===== src/rtl/core/sas_pkg.sv =====
// ----------------------------------------------------------------------------
// sas_pkg
// shared types, codes and the sequencer control store of the slot alarm
// scheduler
// ----------------------------------------------------------------------------
package sas_pkg;

    localparam int TIME_W = 15;
    localparam int SLOT_W = 6;
    localparam int BITS_W = 8;
    localparam int MODE_W = 2;

    // operation codes of a command word
    typedef enum logic [1:0] {
        OP_SET   = 2'd0,
        OP_CLEAR = 2'd1,
        OP_TICK  = 2'd2,
        OP_START = 2'd3
    } op_t;

    // command word
    typedef struct packed {
        logic [1:0]        operation;
        logic [SLOT_W-1:0] slot;
        logic [BITS_W-1:0] alarm_bits;
        logic [TIME_W-1:0] time_req;
    } cmd_t;

    // result word
    typedef struct packed {
        logic              timer_enable;
        logic              alarm_valid;
        logic [TIME_W-1:0] next_alarm_time;
        logic [SLOT_W-1:0] current_slot;
        logic              start_actions;
    } rsp_t;

    // datapath actions
    typedef enum logic [3:0] {
        DP_NOP,
        DP_READ,
        DP_WRITE,
        DP_EMIT_OFF,
        DP_START,
        DP_DIVIDE,
        DP_SCAN_INIT,
        DP_SCAN_STEP,
        DP_EMIT_TICK
    } dp_op_t;

    // jump conditions: when true the step goes to alt (to the entry step for C_DISPATCH), else to next
    typedef enum logic [2:0] {
        C_NEVER,
        C_DISPATCH,
        C_BAD_SLOT,
        C_SCAN_MISS
    } cond_t;

    // program steps
    typedef enum logic [3:0] {
        S_IDLE,
        S_READ,
        S_WRITE,
        S_TICK_OFF,
        S_START,
        S_DIVIDE,
        S_SCAN_INIT,
        S_SCAN,
        S_EMIT
    } step_t;

    typedef struct packed {
        dp_op_t dp;
        cond_t  cond;
        step_t  next;
        step_t  alt;
    } uword_t;

    // sequencer to datapath
    typedef struct packed {
        logic   accept;
        dp_op_t dp;
    } ctrl_t;

    // datapath to sequencer
    typedef struct packed {
        logic mode_on;
        logic bad_slot;
        logic scan_miss;
    } stat_t;

    // control store
    function automatic uword_t ucode(step_t s);
        uword_t w;
        unique case (s)
            S_IDLE:      w = '{dp: DP_NOP,       cond: C_DISPATCH,  next: S_IDLE,      alt: S_IDLE};
            S_READ:      w = '{dp: DP_READ,      cond: C_BAD_SLOT,  next: S_WRITE,     alt: S_IDLE};
            S_WRITE:     w = '{dp: DP_WRITE,     cond: C_NEVER,     next: S_IDLE,      alt: S_IDLE};
            S_TICK_OFF:  w = '{dp: DP_EMIT_OFF,  cond: C_NEVER,     next: S_IDLE,      alt: S_IDLE};
            S_START:     w = '{dp: DP_START,     cond: C_NEVER,     next: S_IDLE,      alt: S_IDLE};
            S_DIVIDE:    w = '{dp: DP_DIVIDE,    cond: C_NEVER,     next: S_SCAN_INIT, alt: S_IDLE};
            S_SCAN_INIT: w = '{dp: DP_SCAN_INIT, cond: C_NEVER,     next: S_SCAN,      alt: S_IDLE};
            S_SCAN:      w = '{dp: DP_SCAN_STEP, cond: C_SCAN_MISS, next: S_EMIT,      alt: S_SCAN};
            S_EMIT:      w = '{dp: DP_EMIT_TICK, cond: C_NEVER,     next: S_IDLE,      alt: S_IDLE};
            default:     w = '{dp: DP_NOP,       cond: C_NEVER,     next: S_IDLE,      alt: S_IDLE};
        endcase
        return w;
    endfunction

endpackage


===== src/rtl/core/sas_ram.sv =====
// ----------------------------------------------------------------------------
// sas_ram
// generic single write port, single read port ram with registered read
// ----------------------------------------------------------------------------
module sas_ram #(
    parameter int WIDTH = 8,
    parameter int DEPTH = 50
) (
    input  logic                     clk,
    input  logic                     we,
    input  logic [$clog2(DEPTH)-1:0] waddr,
    input  logic [WIDTH-1:0]         wdata,
    input  logic                     re,
    input  logic [$clog2(DEPTH)-1:0] raddr,
    output logic [WIDTH-1:0]         rdata
);

    logic [WIDTH-1:0] mem_reg [DEPTH];
    logic [WIDTH-1:0] rdata_reg;

    always_ff @(posedge clk)
    begin
        if (we)
        begin
            mem_reg[waddr] <= wdata;
        end
        if (re)
        begin
            rdata_reg <= mem_reg[raddr];
        end
    end

    assign rdata = rdata_reg;

endmodule


===== src/rtl/core/sas_sequencer.sv =====
// ----------------------------------------------------------------------------
// sas_sequencer
// step counter with control store lookup, dispatch and conditional jumps
// ----------------------------------------------------------------------------
module sas_sequencer (
    input  logic              clk,
    input  logic              rst_n,
    input  logic              start,
    input  logic [1:0]        operation,
    input  sas_pkg::stat_t    stat,
    output sas_pkg::ctrl_t    ctrl,
    output logic              busy
);

    sas_pkg::step_t  pc_reg;
    sas_pkg::step_t  pc_next;
    sas_pkg::uword_t uw;
    sas_pkg::step_t  entry;
    logic            accept;
    logic            take_alt;

    // entry step for an accepted command word
    always_comb
    begin
        unique case (operation) inside
            sas_pkg::OP_SET,
            sas_pkg::OP_CLEAR: entry = sas_pkg::S_READ;
            sas_pkg::OP_TICK:  entry = stat.mode_on ? sas_pkg::S_DIVIDE : sas_pkg::S_TICK_OFF;
            sas_pkg::OP_START: entry = stat.mode_on ? sas_pkg::S_START : sas_pkg::S_IDLE;
            default:           entry = sas_pkg::S_IDLE;
        endcase
    end

    always_ff @(posedge clk or negedge rst_n)
    begin
        if (!rst_n)
        begin
            pc_reg <= sas_pkg::S_IDLE;
        end
        else
        begin
            pc_reg <= pc_next;
        end
    end

    always_comb
    begin
        uw     = sas_pkg::ucode(pc_reg);
        accept = start && (pc_reg == sas_pkg::S_IDLE);
        unique case (uw.cond)
            sas_pkg::C_NEVER:     take_alt = 1'b0;
            sas_pkg::C_DISPATCH:  take_alt = accept;
            sas_pkg::C_BAD_SLOT:  take_alt = stat.bad_slot;
            sas_pkg::C_SCAN_MISS: take_alt = stat.scan_miss;
            default:              take_alt = 1'b0;
        endcase
        if (uw.cond == sas_pkg::C_DISPATCH)
        begin
            pc_next = take_alt ? entry : uw.next;
        end
        else
        begin
            pc_next = take_alt ? uw.alt : uw.next;
        end
        ctrl.accept = accept;
        ctrl.dp     = uw.dp;
    end

    assign busy = (pc_reg != sas_pkg::S_IDLE);

endmodule


===== src/rtl/core/sas_datapath.sv =====
// ----------------------------------------------------------------------------
// sas_datapath
// mode register, alarm table with nonzero flags, reciprocal divider, slot
// scan and result register
// ----------------------------------------------------------------------------
module sas_datapath #(
    parameter int SLOT_COUNT  = 50,
    parameter int SLOT_TICKS  = 654,
    parameter int ALARM_WIDTH = 8
) (
    input  logic                       clk,
    input  logic                       rst_n,
    input  sas_pkg::ctrl_t             ctrl,
    input  sas_pkg::cmd_t              cmd,
    input  logic                       cfg_we,
    input  logic [sas_pkg::MODE_W-1:0] cfg_wdata,
    output sas_pkg::stat_t             stat,
    output logic                       result_valid,
    output sas_pkg::rsp_t              rsp
);

    localparam int TW     = sas_pkg::TIME_W;
    localparam int SW     = $clog2(SLOT_COUNT);
    localparam int SW1    = SW + 1;
    // reciprocal of SLOT_TICKS, exact for every time below 2**TW
    localparam int REC_SH = TW + $clog2(SLOT_TICKS);
    localparam int REC_MW = TW + 2;
    localparam int PROD_W = TW + REC_MW;
    localparam logic [REC_MW-1:0] REC_M =
        REC_MW'(((64'd1 << REC_SH) + 64'(SLOT_TICKS) - 64'd1) / 64'(SLOT_TICKS));

    logic [sas_pkg::MODE_W-1:0] mode_reg;
    logic [SLOT_COUNT-1:0]      nz_reg;
    logic [SLOT_COUNT-1:0]      nz_next;
    logic                       result_valid_reg;
    sas_pkg::rsp_t              rsp_reg;

    logic [1:0]             op_reg;
    logic [sas_pkg::SLOT_W-1:0] slot_reg;
    logic [ALARM_WIDTH-1:0] bits_reg;
    logic [TW-1:0]          quo_reg;
    logic [SW-1:0]          scan_reg;

    logic [SW-1:0]          slot_idx;
    logic [ALARM_WIDTH-1:0] rdata;
    logic [ALARM_WIDTH-1:0] old_bits;
    logic [ALARM_WIDTH-1:0] new_bits;
    logic [PROD_W-1:0]      rec_prod;
    logic [TW-1:0]          quo_calc;
    logic [SW-1:0]          scan_first;
    logic [SW-1:0]          scan_succ;
    logic [TW-1:0]          prod;
    logic                   ram_we;

    assign slot_idx = slot_reg[SW-1:0];

    // read-modify-write of one entry; an entry with a clear flag reads as zero
    assign old_bits = nz_reg[slot_idx] ? rdata : '0;
    assign new_bits = (op_reg == sas_pkg::OP_SET) ? (old_bits | bits_reg)
                                                  : (old_bits & ~bits_reg);
    assign ram_we   = (ctrl.dp == sas_pkg::DP_WRITE);

    // tick time over SLOT_TICKS by one constant multiply and a shift
    assign rec_prod = PROD_W'(quo_reg) * PROD_W'(REC_M);
    assign quo_calc = TW'(rec_prod >> REC_SH);

    // first slot after the tick slot, wrapping to slot 0
    assign scan_first = (quo_reg >= TW'(SLOT_COUNT - 1)) ? '0 : (quo_reg[SW-1:0] + SW'(1));
    assign scan_succ  = (({1'b0, scan_reg} + SW1'(1)) >= SW1'(SLOT_COUNT)) ? '0
                                                                          : (scan_reg + SW'(1));

    assign prod = TW'(scan_reg) * TW'(SLOT_TICKS);

    assign stat.mode_on   = (mode_reg != '0);
    assign stat.bad_slot  = ({1'b0, slot_reg} >= (sas_pkg::SLOT_W + 1)'(SLOT_COUNT));
    assign stat.scan_miss = (scan_reg != '0) && !nz_reg[scan_reg];

    sas_ram #(
        .WIDTH (ALARM_WIDTH),
        .DEPTH (SLOT_COUNT)
    ) u_store (
        .clk   (clk),
        .we    (ram_we),
        .waddr (slot_idx),
        .wdata (new_bits),
        .re    (ctrl.dp == sas_pkg::DP_READ),
        .raddr (slot_idx),
        .rdata (rdata)
    );

    always_comb
    begin
        nz_next = nz_reg;
        if (ctrl.dp == sas_pkg::DP_START)
        begin
            nz_next = '0;
        end
        else if (ram_we)
        begin
            nz_next[slot_idx] = (new_bits != '0);
        end
    end

    // control state
    always_ff @(posedge clk or negedge rst_n)
    begin
        if (!rst_n)
        begin
            mode_reg         <= '0;
            nz_reg           <= '0;
            result_valid_reg <= 1'b0;
        end
        else
        begin
            if (cfg_we)
            begin
                mode_reg <= cfg_wdata;
            end
            nz_reg           <= nz_next;
            result_valid_reg <= (ctrl.dp == sas_pkg::DP_EMIT_OFF) ||
                                (ctrl.dp == sas_pkg::DP_START)    ||
                                (ctrl.dp == sas_pkg::DP_EMIT_TICK);
        end
    end

    // payload
    always_ff @(posedge clk)
    begin
        if (ctrl.accept)
        begin
            op_reg   <= cmd.operation;
            slot_reg <= cmd.slot;
            bits_reg <= ALARM_WIDTH'(cmd.alarm_bits);
            quo_reg  <= cmd.time_req;
        end
        unique case (ctrl.dp)
            sas_pkg::DP_DIVIDE:
            begin
                quo_reg <= quo_calc;
            end
            sas_pkg::DP_SCAN_INIT:
            begin
                scan_reg <= scan_first;
            end
            sas_pkg::DP_SCAN_STEP:
            begin
                if (stat.scan_miss)
                begin
                    scan_reg <= scan_succ;
                end
            end
            sas_pkg::DP_EMIT_OFF:
            begin
                rsp_reg <= '0;
            end
            sas_pkg::DP_START:
            begin
                rsp_reg.timer_enable    <= 1'b1;
                rsp_reg.alarm_valid     <= 1'b1;
                rsp_reg.next_alarm_time <= '0;
                rsp_reg.current_slot    <= '0;
                rsp_reg.start_actions   <= 1'b0;
            end
            sas_pkg::DP_EMIT_TICK:
            begin
                rsp_reg.timer_enable    <= 1'b1;
                rsp_reg.alarm_valid     <= 1'b1;
                rsp_reg.next_alarm_time <= prod;
                rsp_reg.current_slot    <= quo_reg[sas_pkg::SLOT_W-1:0];
                rsp_reg.start_actions   <= 1'b1;
            end
            default:
            begin
            end
        endcase
    end

    assign result_valid = result_valid_reg;
    assign rsp          = rsp_reg;

endmodule


===== src/rtl/core/slot_alarm_scheduler_top.sv =====
// ----------------------------------------------------------------------------
// slot_alarm_scheduler_top
// per-slot alarm table with next active slot search on each timer tick
// ----------------------------------------------------------------------------
// A command word is taken when start is high and busy is low. Set and clear
// words go through a read step and a write step (the read step only for an
// out-of-range slot) and give no result. A tick word in mode 0 and a start
// word go through a step (S_TICK_OFF or S_START) that loads the result
// register; a start word in mode 0 is dropped. A tick word with the timer on
// looks at 1 to SLOT_COUNT slots: a divide step divides the tick time by
// SLOT_TICKS with a constant reciprocal multiply, a set-up step sets up the
// scan, the scan then tests one slot flag per cycle and a last step forms
// the result. The result word is shown for exactly one cycle with
// result_valid high and cannot be held off, so the receiver must take it
// then. The mode register may be written only while busy is low.
// ----------------------------------------------------------------------------
module slot_alarm_scheduler_top #(
    parameter int SLOT_COUNT  = 50,
    parameter int SLOT_TICKS  = 654,
    parameter int ALARM_WIDTH = 8
) (
    input  logic                       clk,
    input  logic                       rst_n,
    // command word
    input  logic                       start,
    input  sas_pkg::cmd_t              cmd,
    output logic                       busy,
    // mode register
    input  logic                       cfg_we,
    input  logic [sas_pkg::MODE_W-1:0] cfg_wdata,
    // result word
    output logic                       result_valid,
    output sas_pkg::rsp_t              rsp
);

    sas_pkg::ctrl_t ctrl;
    sas_pkg::stat_t stat;

    // step counter and control store
    sas_sequencer u_seq (
        .clk       (clk),
        .rst_n     (rst_n),
        .start     (start),
        .operation (cmd.operation),
        .stat      (stat),
        .ctrl      (ctrl),
        .busy      (busy)
    );

    // registers, divider, slot scan and alarm table
    sas_datapath #(
        .SLOT_COUNT  (SLOT_COUNT),
        .SLOT_TICKS  (SLOT_TICKS),
        .ALARM_WIDTH (ALARM_WIDTH)
    ) u_dp (
        .clk          (clk),
        .rst_n        (rst_n),
        .ctrl         (ctrl),
        .cmd          (cmd),
        .cfg_we       (cfg_we),
        .cfg_wdata    (cfg_wdata),
        .stat         (stat),
        .result_valid (result_valid),
        .rsp          (rsp)
    );

    // a result word always comes out as the program returns to idle
    a_result_idle : assert property (@(posedge clk) disable iff (!rst_n)
        result_valid |-> !busy)
        else $error("result word while sequencer busy");

    // never two result words in consecutive cycles
    a_result_single : assert property (@(posedge clk) disable iff (!rst_n)
        result_valid |=> !result_valid)
        else $error("back to back result words");

    // actions start only with the timer running and a new alarm
    a_actions_on : assert property (@(posedge clk) disable iff (!rst_n)
        (result_valid && rsp.start_actions) |-> (rsp.timer_enable && rsp.alarm_valid))
        else $error("actions started with timer off");

    // timer off word carries no alarm
    a_off_empty : assert property (@(posedge clk) disable iff (!rst_n)
        (result_valid && !rsp.timer_enable) |->
            (!rsp.alarm_valid && (rsp.next_alarm_time == '0) && (rsp.current_slot == '0)))
        else $error("timer off word carries an alarm");

    // a tick word with the timer on never completes in the accept cycle
    a_busy_after_tick : assert property (@(posedge clk) disable iff (!rst_n)
        (start && !busy && (cmd.operation == sas_pkg::OP_TICK) && stat.mode_on) |=> busy)
        else $error("tick word not processed");

endmodule

===== config.mk =====
export PLATFORM = sky130hd
export DESIGN_NAME = slot_alarm_scheduler_top
export DESIGN_NICKNAME = d
export VERILOG_FILES = /design/src/rtl/core/sas_pkg.sv /design/src/rtl/core/sas_ram.sv /design/src/rtl/core/sas_sequencer.sv /design/src/rtl/core/sas_datapath.sv /design/src/rtl/core/slot_alarm_scheduler_top.sv
export SDC_FILE = /design/constraint.sdc
export NUM_CORES = 1
export LEC_CHECK = 0
export ABC_CLOCK_PERIOD_IN_PS = 5010
export BUFFER_PORTS_ARGS = -buffer_cell sky130_fd_sc_hd__buf_2
export CORE_MARGIN = 1.5
export CORE_UTILIZATION = 35
export DETAILED_ROUTE_END_ITERATION = 6
export PLACE_DENSITY = 0.52
export SLEW_MARGIN = 20
export SYNTH_ARGS = -nofsm -noshare
export SYNTH_HDL_FRONTEND = slang
export SYNTH_SLANG_ARGS = --single-unit
export TNS_END_PERCENT = 10

===== constraint.sdc =====
create_clock -name clk -period 5.01 [get_ports clk]
set_input_delay 1.503 -clock clk [delete_from_list [all_inputs] [get_ports clk]]
set_output_delay 1.503 -clock clk [all_outputs]
set_load 0.005 [all_outputs]

==> impl_metrics.env <==
export IMPL_synth_top_area_share=0.522
export IMPL_synth_main_ff_cell="edfxtp_1"
export IMPL_largest_reg_flops=400
export IMPL_first_pass_iters=5
export IMPL_grt_overflow=0
export IMPL_yosysTopAreaCell="edfxtp_1"
export IMPL_antenna_left=0
export IMPL_min_from="u_dp.nz_reg[22]"
export IMPL_seq_area_frac_synth=0.583
export IMPL_cts_sinks=524
export IMPL_min_path_type="reg -> reg"
export IMPL_clockBufferDepth=3
export IMPL_fin_nets=2396
export IMPL_rsz0062_at_grt="yes"
export IMPL_grt_met1_usage=0.274
export IMPL_cp_required_ns=5.48
export IMPL_fillers=6832
export IMPL_maxCapViolations=0
export IMPL_via_per_inst=5.50
export IMPL_fin_area_um2=31000
export IMPL_finalHoldViolCount=0
export IMPL_cp_cell_sequence="inv_4 -> ha_4 -> fa_2 -> fa_1 -> inv_1 -> fa_2 -> inv_2 -> fa_2 -> fa_2 -> ha_4 -> and4_1 -> nand3_2 -> a2111oi_4 -> nor4_2 -> buf_4 -> or4b_1 -> nand3_1"
export IMPL_fin_crit_sh=0.989
export IMPL_syn_nets=2201
export IMPL_hpwlAfterDp_um=53700
export IMPL_wl_per_cell_um=25.3
export IMPL_drc=0
export IMPL_grt_pass1_wl_um=117000
export IMPL_yosysUniqueCellTypes=79
export IMPL_cts_tree="yes"
export IMPL_vias=17210
export IMPL_initial_utilization=0.354
export IMPL_syn_avg_cell_area_um2=13.8
export IMPL_finClkSkew_ns=0.0204
export IMPL_insertion_delay_ns=0.62
export IMPL_setup_slack_ns=0.0538
export IMPL_reg2reg_depth=17
export IMPL_synth_seq_cells=524
export IMPL_synth_edf_count=458
export IMPL_hold_depth=2
export IMPL_gp_congestion=0.909
export IMPL_final_util=0.417
export IMPL_rows=100
export IMPL_timing_rr_start="u_dp.quo_reg[10]"
export IMPL_met3_usage=0.0345
export IMPL_synth_most_common_cell="edfxtp_1"
export IMPL_syn2layout_area_growth_pct=17.7
export IMPL_yosys_warnings=0
export IMPL_ios=63
export IMPL_ys_top_cells_by_count="edfxtp_1 (458), ha_1 (184), inv_1 (162)"
export IMPL_max_slew_margin=0.247
export IMPL_cpMostUsedCell="fa_2"
export IMPL_ys_top_cells_by_area="edfxtp_1 (52%), ha_1 (8.7%), dfrtp_1 (5.4%)"
export IMPL_synthCells=1917
export IMPL_fin_tns_setup_ns=0
export IMPL_worst_ep_arrival_time_ns=5.42
export IMPL_htreeDepth=2
export IMPL_path_clk_slew_ns=0.06
export IMPL_regToRegSetupSlack_ns=0.05
export IMPL_cts_root_buf="clkbuf_16"
export IMPL_outcome="finished, final reports clean"
export IMPL_grt_busiest_layer="met2"
export IMPL_syn_area_um2=26400
export IMPL_final_min_clock_period_ns=4.96
export IMPL_crit_slowest_cell="fa_2"
export IMPL_core_um2=74400
export IMPL_end_kind="register"
export IMPL_drtIter0Drc=1429
export IMPL_tightest_slew_ns=1.13
export IMPL_grt_max_degree=51
export IMPL_slowest_delay_ns=0.53
export IMPL_groute_usage_overall=0.205
export IMPL_async_flop_share=0.109
export IMPL_use_met2=0.342
export IMPL_r2r_end="u_dp.quo_reg[4]"
export IMPL_cts_buffers=57
export IMPL_antenna_found_initial=4
export IMPL_report_final_setup_viol=0
export IMPL_maxSlewViolCount=0
export IMPL_die_area_um2=77000
export IMPL_drive_above_1_share=0.218
export IMPL_min_to="u_dp.nz_reg[22]"
export IMPL_critPathMaxFanout=5
export IMPL_dpl_worst_slack_ns=-0.315
export IMPL_die_h_um=277
export IMPL_placed_area_um2=28800
export IMPL_cts_hold_buf=0
export IMPL_io_buffer_count=61
export IMPL_grt_pass1_vias=17614
export IMPL_die_w_um=277
export IMPL_drt_total_wl_um=79000
export IMPL_fmax_mhz=202
export IMPL_critPathKind="reg -> reg"
export IMPL_start_kind="register"
-- placed cells by master, fill, tap and decap left out, types with 49 or more instances in the layout --
master     instances
buf_4            152
fa_1              56
dfrtp_1           57
a22oi_1           54
edfxtp_1         458
nor2_1           146
a221oi_1          49
a211oi_1          53
ha_1             164
nand2_1           82
inv_1            151
buf_2             61
clkbuf_16         59
a21oi_1           56
-- per-stage QoR --
step | std cells | hold WS (ns)
3_5_place_dp | 3018 | 0.577
5_1_grt | 3128 | 0.602
2_1_floorplan | 1917 | 0.471
4_1_cts | 3126 | 0.585
3_3_place_gp | 3018 | 0.564
6_report | 3129 | 0.583
-- final cells by class --
cell class	instances	area (um^2)	area share
timing repair buffer	223	1650	0.0531
clock inverter	35	289	0.00931
clock buffer	71	1560	0.0503
inverter	162	611	0.0197
sequential	524	15400	0.495
antenna	1	2.50	0.0000806
multi-input combinational	1144	10300	0.333
tap	969	1210	0.0391
-- worst max-delay path by stage --
stage | start | to | slack [ns] | depth (start not counted)
global route | u_dp.quo_reg[10] | u_dp.quo_reg[3] | -0.14 | 19
floorplan | u_dp.quo_reg[14] | u_dp.quo_reg[5] | -0.02 | 17
CTS | u_dp.quo_reg[10] | u_dp.quo_reg[4] | 0.01 | 17
detailed placement | u_dp.quo_reg[1] | u_dp.quo_reg[4] | -0.31 | 18
finish | u_dp.quo_reg[10] | u_dp.quo_reg[4] | 0.05 | 17
global placement | u_dp.quo_reg[1] | u_dp.quo_reg[4] | -0.27 | 18
-- routing by layer --
metal,vias to the layer above,part of all wire
li1,7669,-
met1,8785,0.42
met5,-,0.00038
met4,6,0.026
met3,116,0.067
met2,634,0.49
-- worst max-delay path: cells and delay by family (launching register included) --
| kind | cells | cell delay, ns |
|---|---|---|
| AO/OA/AOI/OAI | 1 | 0.22 |
| adder cells (fa/ha/maj) | 7 | 2.99 |
| buffers and inverters | 4 | 0.29 |
| flip-flops | 1 | 0.35 |
| AND/OR/NAND/NOR | 5 | 0.96 |
-- timing repair --
item,CTS,global route
resized for setup,27,32
buffers inserted,2,2
pin swaps,24,24
setup endpoints to repair,4,6
-- kinds of logic after synthesis --
kind of cell / after synthesis / share of synthesized area
xor gates and xnor gates: 19 / 0.00631
buffers and inverters: 249 / 0.0407
adders and majority gates: 247 / 0.135
DFF: 524 / 0.583
AOI/OAI and AO/OA: 386 / 0.106
other: 1 / 0.000142
muxes: 118 / 0.0627
and+or+nand+nor: 373 / 0.0664
Power is not shown: default switching activity piles up to over one toggle a cycle in this logic, so the estimate is an artifact.
